**src/hng_pkg.sv**
```systemverilog
package hng_pkg;

  localparam int SAMPLE_W = 8;
  localparam int ENTRY_W  = 9;
  localparam int HGT_W    = 9;
  localparam int DIFF_W   = 10;
  localparam int COL_W    = 11;
  localparam int ROW_W    = 16;
  localparam int RL_W     = 12;
  localparam int GAIN_W   = 16;
  localparam int SCALE_W  = 16;
  localparam int HOUT_W   = 16;
  localparam int VMAG_W   = 26;
  localparam int PM_W     = 24;
  localparam int HNUM_W   = 25;
  localparam int HREC_W   = 26;
  localparam int HPROD_W  = 51;
  localparam int H_SHIFT  = 33;
  localparam int SQ_W     = 52;
  localparam int DEN_W    = 26;
  localparam int PADDR_W  = 4;
  localparam int PDATA_W  = 32;
  localparam int QDEPTH   = 2;

  localparam logic [VMAG_W-1:0] VY_SCALE  = 26'd65280;
  localparam logic [SQ_W-1:0]   VY_SQ     = 52'd4261478400;
  localparam logic [SQ_W-1:0]   ROOT_TOP  = 52'h4000000000000;
  // floor(x / 255) = (x * H_RECIP) >> H_SHIFT for every x below 2^25
  localparam logic [HREC_W-1:0] H_RECIP   = 26'd33686019;
  // (2*pm + 255) / 510 rounds the same as (pm + 127) / 255
  localparam logic [HNUM_W-1:0] H_ROUND   = 25'd127;

  localparam logic [1:0] REG_ROW_LENGTH   = 2'd0;
  localparam logic [1:0] REG_NORMAL_GAIN  = 2'd1;
  localparam logic [1:0] REG_HEIGHT_SCALE = 2'd2;

  localparam logic [RL_W-1:0]    ROW_LENGTH_RST   = 12'd2049;
  localparam logic [GAIN_W-1:0]  NORMAL_GAIN_RST  = 16'd2560;
  localparam logic [SCALE_W-1:0] HEIGHT_SCALE_RST = 16'd256;

  typedef struct packed {
    logic signed [DIFF_W-1:0] dx;
    logic signed [DIFF_W-1:0] dz;
    logic signed [HGT_W-1:0]  ac;
    logic [COL_W-1:0]         column;
    logic [ROW_W-1:0]         row;
  } job_t;

  typedef struct packed {
    logic valid;
    logic ready;
  } qlink_t;

  // entry is {in_image, sample}; height a = 2r-255, zero out of image
  function automatic logic signed [HGT_W-1:0] entry_height(input logic [ENTRY_W-1:0] e);
    logic signed [HGT_W:0] t;
    t = $signed({1'b0, e[SAMPLE_W-1:0], 1'b0}) - 10'sd255;
    return e[SAMPLE_W] ? t[HGT_W-1:0] : '0;
  endfunction

endpackage

```
**src/hng_fifo.sv**
```systemverilog
module hng_fifo (
  input  logic            clk,
  input  logic            rst_n,
  input  hng_pkg::qlink_t push,
  input  hng_pkg::job_t   push_job,
  output logic            space,
  input  logic            pop,
  output logic            pop_valid,
  output hng_pkg::job_t   pop_job
);
  import hng_pkg::*;

  localparam int PW = $clog2(QDEPTH);

  job_t          q_mem [QDEPTH];
  logic [PW-1:0] wr_ptr_r, rd_ptr_r;
  logic [PW:0]   count_r;
  logic          do_push, do_pop;

  assign space     = count_r < (PW+1)'(QDEPTH);
  assign pop_valid = count_r != '0;
  assign pop_job   = q_mem[rd_ptr_r];
  assign do_push   = push.valid && space;
  assign do_pop    = pop && pop_valid;

  always_ff @(posedge clk) begin
    if (do_push) begin
      q_mem[wr_ptr_r] <= push_job;
    end
  end

  always_ff @(posedge clk) begin
    if (!rst_n) begin
      wr_ptr_r <= '0;
      rd_ptr_r <= '0;
      count_r  <= '0;
    end else begin
      if (do_push) begin
        wr_ptr_r <= wr_ptr_r + PW'(1);
      end
      if (do_pop) begin
        rd_ptr_r <= rd_ptr_r + PW'(1);
      end
      count_r <= count_r + (PW+1)'(do_push) - (PW+1)'(do_pop);
    end
  end

endmodule

```
**config.mk**
```make
export PLATFORM = sky130hd
export DESIGN_NAME = hng_fifo
export DESIGN_NICKNAME = d
export VERILOG_FILES = /design/src/hng_pkg.sv /design/src/hng_fifo.sv
export SDC_FILE = /design/constraint.sdc
export NUM_CORES = 1
export LEC_CHECK = 0
export BUFFER_PORTS_ARGS = -buffer_cell sky130_fd_sc_hd__buf_2
export CORE_MARGIN = 1
export CORE_UTILIZATION = 40
export DETAILED_ROUTE_END_ITERATION = 7
export SLEW_MARGIN = 15
export SYNTH_ARGS = -nofsm -noshare
export SYNTH_HDL_FRONTEND = slang
export SYNTH_SLANG_ARGS = --single-unit
```
**constraint.sdc**
```tcl
create_clock -name clk -period 3.6 [get_ports clk]
set_input_delay 0.36 -clock clk [delete_from_list [all_inputs] [get_ports clk]]
set_output_delay 0.36 -clock clk [all_outputs]
set_load 0.005 [all_outputs]
```
---- Word level (Yosys, flattened, before mapping) ----
Memory sizes are Yosys's and may differ from the RTL's. A register that Yosys moved wholly into a read port is not among the register bits.
Index checks and enable logic that the tools add are counted.
word-level totals
  flip-flop bits (word level) ............. 4
  RAM bits ................................ 112
  input bits .............................. 61
  memories kept ........................... 1
memories
  memory  words  bits a word  rd ports  clocked after Yosys merged registers in  wr ports  RTL line        source
  q_mem   2      56           1         1                                        1         hng_fifo.sv:15  job_t q_mem [QDEPTH];
operators by class
  $add $sub $neg .......................... 4
  magnitude comparators ................... 1
  muxes and demuxes ....................... 4
  reduce and logical (&&, ||, !) cells .... 3
operators by type and width
  cell                 count
  $mux 1               4
  $add 1x1->1 const B  2
  $add 2x1->2          1
  $logic_and 1x1->1    2
  $lt 2x2->1 const B   1
  $reduce_bool 2->1    1
  $sub 2x1->2          1

---- Depth between registers and ports, before layout ----
  depth in word-level cells ............... 4
  depth in mapped cells ................... 6

---- Least setup slack after synthesis ----
OpenSTA, ideal clock, no wires.
  path kind ............................... reg2reg
  start ................................... register count_r[1]
  end ..................................... memory q_mem[0][0] in the netlist's numbering (enable)
  library setup time ...................... 472 ps
  arrival ................................. 2850 ps
  slack ................................... 278 ps
  stages on the path, launching flop included .. 3
  cells stage by stage .................... dfxtp_1 nand2b_1 nor2_1
between the ends
  longest elaborated chain between the ends .. 4
ends and longest elaborated chain
  element                       RTL line        source
  start, declared               hng_fifo.sv:17  logic [PW:0] count_r;
  start signal, assigned        hng_fifo.sv:44  count_r <= count_r + (PW+1)'(do_push) - (PW+1)'(do_pop);
  $lt 2x2->1                    hng_fifo.sv:20  assign space = count_r < (PW+1)'(QDEPTH);
  $logic_and 1x1->1             hng_fifo.sv:23  assign do_push = push.valid && space;
  $mux 1                        hng_fifo.sv:27  if (do_push) begin
  $mux 1 (not written as such)  hng_fifo.sv:28  q_mem[wr_ptr_r] <= push_job;
  end, declared                 hng_fifo.sv:15
No other way between the ends.

==> flow_summary.html <==
<table>
<tr><th>Metric</th><th>Value</th></tr>
<tr><th colspan="2">STA</th></tr>
<tr><td>Setup violators final</td><td>0</td></tr>
<tr><td>Final Worst Setup Slack</td><td>1260 ps</td></tr>
<tr><td>Final critical delay including setup and external delays</td><td>2340 ps</td></tr>
<tr><td>Final Hold Vio Count</td><td>0</td></tr>
<tr><td>Fraction of the cycle the final worst path needs</td><td>64.9%</td></tr>
<tr><td>Setup TNS Final</td><td>0 ps</td></tr>
<tr><td>Clock Skews</td><td>9.68 ps</td></tr>
<tr><td>Count of final max-slew check failures</td><td>0</td></tr>
<tr><td>Worst hold margin</td><td>44.1 ps</td></tr>
<tr><td>RSZ-0062 raised after global routing</td><td>false</td></tr>
<tr><td>F_max</td><td>428 MHz</td></tr>
<tr><td>Transition time at the pin with the least slew margin</td><td>642 ps</td></tr>
<tr><td>Headroom to the max-slew limit</td><td>57.1%</td></tr>
<tr><th colspan="2">GRT</th></tr>
<tr><td>GRT Residual Overflow</td><td>0</td></tr>
<tr><td>Global router's overall resource usage</td><td>13.9%</td></tr>
<tr><td>Number of antenna violations at the first check in global routing</td><td>0</td></tr>
<tr><td>Pin count of the biggest net entering global routing</td><td>38</td></tr>
<tr><td>Wire length of the first global-routing pass</td><td>11300 um</td></tr>
<tr><td>Via count of the first global-routing pass</td><td>2329</td></tr>
<tr><th colspan="2">Drt</th></tr>
<tr><td>Post-route antenna net violation count</td><td>0</td></tr>
<tr><td>Wire length reported by the detailed router</td><td>7340 um</td></tr>
<tr><td>First-iteration detailed-routing DRC count</td><td>75</td></tr>
<tr><td>Via count of the routed design</td><td>2266</td></tr>
<tr><td>Number of remaining DRC errors</td><td>0</td></tr>
<tr><td>Routed via count divided by cell count</td><td>4.68</td></tr>
<tr><td>First drt pass iteration count</td><td>4</td></tr>
<tr><td>Routed WL per cell</td><td>15.2 um</td></tr>
<tr><th colspan="2">Finish</th></tr>
<tr><td>FF/Latch Area</td><td>3460 um^2</td></tr>
<tr><td>Most common cell after layout, fill and taps aside</td><td>sky130_fd_sc_hd__buf_2</td></tr>
<tr><td>Net count of the finished layout</td><td>399</td></tr>
<tr><td>Layout area overhead</td><td>30.0%</td></tr>
<tr><td>Antenna diodes</td><td>0</td></tr>
<tr><td>Fill cell total of the finished layout</td><td>880</td></tr>
<tr><td>Multi-input logic area</td><td>783 um^2</td></tr>
<tr><td>Fraction of final layout cells sized beyond drive strength 1</td><td>58.0%</td></tr>
<tr><td>Top library cells by usage in the layout, fill and taps aside</td><td>sky130_fd_sc_hd__buf_2, sky130_fd_sc_hd__edfxtp_1, sky130_fd_sc_hd__mux2_2</td></tr>
<tr><th colspan="2">Hold path</th></tr>
<tr><td>Tightest Hold Check Type</td><td>in -&gt; reg</td></tr>
<tr><td>Cell count of the worst hold path</td><td>1</td></tr>
<tr><th colspan="2">CTS</th></tr>
<tr><td>Resize count post-CTS</td><td>0</td></tr>
<tr><td>Root buf cell</td><td>sky130_fd_sc_hd__clkbuf_8</td></tr>
<tr><td>Clock tree from TritonCTS</td><td>yes</td></tr>
<tr><td>Clock-pin slew reported for the worst setup and hold paths after clock tree synthesis</td><td>60 ps</td></tr>
<tr><td>Hold-fix buffers at CTS</td><td>0</td></tr>
<tr><td>Clock insertion delay at the later pin of the skew report</td><td>500 ps</td></tr>
<tr><td>Clock buffer depth</td><td>2</td></tr>
<tr><td>Setup bufs post-CTS</td><td>0</td></tr>
<tr><td>TritonCTS Buffers</td><td>17</td></tr>
<tr><td>CTS sink count</td><td>117</td></tr>
<tr><td>H-tree depth</td><td>4</td></tr>
<tr><th colspan="2">Setup path</th></tr>
<tr><td>CP top delay family</td><td>flip-flops</td></tr>
<tr><td>Maximum fanout along the worst path</td><td>37</td></tr>
<tr><td>Logic depth of the worst setup path including buffers</td><td>3</td></tr>
<tr><td>Kind of end point of the critical path</td><td>primary output</td></tr>
<tr><td>Path depth of the worst reg2reg path</td><td>3</td></tr>
<tr><td>Number of buffer and inverter stages on the critical path</td><td>2</td></tr>
<tr><td>Required arrival time at the worst endpoint</td><td>3240 ps</td></tr>
<tr><td>Peak per-stage delay on the critical path</td><td>660 ps</td></tr>
<tr><td>Worst path slowest cell</td><td>sky130_fd_sc_hd__dfxtp_2</td></tr>
<tr><td>Critical Path Start Type</td><td>flop</td></tr>
<tr><td>Worst setup path category</td><td>reg -&gt; out</td></tr>
<tr><td>Worst path cell trace</td><td>buf_12 &gt; mux2_2 &gt; buf_2</td></tr>
<tr><td>CP Data Arrival Time</td><td>1980 ps</td></tr>
<tr><th colspan="2">Placed design</th></tr>
<tr><td>Number of I/O port buffers</td><td>117</td></tr>
<tr><td>Setup WS pre-CTS</td><td>1730 ps</td></tr>
<tr><td>HPWL after detailed placement</td><td>4620 um</td></tr>
<tr><td>Routability congestion estimate</td><td>0.667</td></tr>
<tr><th colspan="2">Floorplanning</th></tr>
<tr><td>Starting Density</td><td>41.5%</td></tr>
<tr><td>Overall die area</td><td>11200 um^2</td></tr>
<tr><td>Width of the die</td><td>106 um</td></tr>
<tr><td>IO Pins</td><td>119</td></tr>
<tr><td>Standard-cell rows</td><td>37</td></tr>
<tr><td>Die height</td><td>106 um</td></tr>
<tr><td>Area of the placeable core</td><td>10400 um^2</td></tr>
<tr><th colspan="2">Yosys</th></tr>
<tr><td>Synthesized netlist cell count</td><td>201</td></tr>
<tr><td>Distinct cell type count of the synthesized netlist</td><td>23</td></tr>
<tr><td>Synth Net Count</td><td>263</td></tr>
<tr><td>Post-synth design cell area</td><td>4300 um^2</td></tr>
<tr><td>Post-synthesis register bit count</td><td>117</td></tr>
<tr><td>Number of warnings reported in the yosys synthesis log</td><td>0</td></tr>
<tr><td>Fraction of the yosys area taken by sequential cells</td><td>80.5%</td></tr>
<tr><td>Per-instance average area after synthesis</td><td>21.4 um^2</td></tr>
<tr><th colspan="2">Power and ir drop</th></tr>
<tr><td>Maximum ir drop on the vdd rail</td><td>0.000356 V</td></tr>
<tr><td>Share of power burned in combinational logic</td><td>14.6%</td></tr>
<tr><td>Sequential Power Share</td><td>45.3%</td></tr>
<tr><td>Power share of the clock group</td><td>40.1%</td></tr>
<tr><td>Internal</td><td>0.00290 W</td></tr>
<tr><td>Power Dens Cells</td><td>668 nW/um^2</td></tr>
<tr><td>Switching power summed over all nets</td><td>0.000842 W</td></tr>
<tr><td>Fraction of power spent switching nets</td><td>22.5%</td></tr>
<tr><td>Tot Pwr</td><td>0.00374 W</td></tr>
<tr><td>Static leakage</td><td>2.11 nW</td></tr>
<tr><th colspan="2">Outcome</th></tr>
<tr><td>Status</td><td>finished, final reports clean</td></tr>
<tr><th colspan="2">Job</th></tr>
<tr><td>Max capacitance violation total</td><td>0</td></tr>
</table>
[cells in the mapped netlist (all sizes together)]
cell	instances	area share, %
a21oi	2	0.23
and2	4	0.58
and3	1	0.17
and3b	1	0.20
and4bb	1	0.29
buf	6	1.4
dfxtp	5	2.3
edfxtp	112	78
ha	1	0.29
inv	1	0.087
mux2	56	15
nand2b	1	0.15
nand3	1	0.12
nor2	1	0.087
nor2b	1	0.15
nor3	1	0.23
o21a	1	0.17
o21ai	3	0.35
or2	1	0.15
xnor2	1	0.20
[final cells by class]
| cell class | count | share of cell area [%] |
|---|---|---|
| clock inverter | 13 | 2.10 |
| sequential | 117 | 61.9 |
| timing repair buffer | 123 | 11.5 |
| tap | 136 | 3.04 |
| clock buffer | 17 | 7.40 |
| inverter | 1 | 0.0671 |
| multi-input combinational | 77 | 14.0 |
[cell families (layout without fill, tap and decap cells)]
kind of cell,count (synthesis),count (layout),synth area share [%]
buffers and inverters,7,154,1.51
AOI/OAI and AO/OA,6,6,0.756
and+or+nand+nor,13,13,2.12
muxes,56,56,14.7
adders and majority gates,1,1,0.291
xor gates and xnor gates,1,1,0.204
DFF,117,117,80.5
[metrics by stage]
stage	std cells	util (%)	area, um^2
after global routing	484	54.0	5600
after CTS	484	54.0	5600
after global placement	454	48.8	5060
final	484	54.0	5600
after detailed placement	454	48.8	5060
after floorplan	201	-	4300
[registers in the layout, summed over array words and instances, names as in the netlist, named ones only]
| signal | count |
|---|---|
| rd_ptr_r | 1 |
| count_r | 2 |
| q_mem | 112 |
| wr_ptr_r | 1 |
[layer usage]
metal	vias up	part of all wire (%)	track usage (%)	routed length [um]
met1	1109	44	16.6	3230
met3	9	6.1	5.38	449
met2	83	49	22.3	3570
li1	1065	-	-	-
met4	0	1.2	5.95	91
met5	-	0	0	0
[power groups by stage]
stage	combinational (W)	clock (W)	sequential (W)
CTS	0.000562	0.00154	0.00170
global route	0.000601	0.00159	0.00171
floorplan	0.000348	0	0.00170
detailed placement	0.000558	0	0.00172
finish	0.000545	0.00150	0.00170
global placement	0.000555	0	0.00172
[final timing paths]
path | from | endpoint | slack [ps]
setup / recovery | flop | pop_job[3] | 1260
hold reg to reg | rd_ptr_r$_SDFFE_PN0P_ | flop | 580
setup reg to reg | count_r[1]$_SDFF_PN0_ | q_mem[0][29]$_DFFE_PP_ | 1850
hold / removal | push_job[45] | q_mem[0][45]$_DFFE_PP_ | 40
Note: power is estimated with default switching activity, not from simulation.
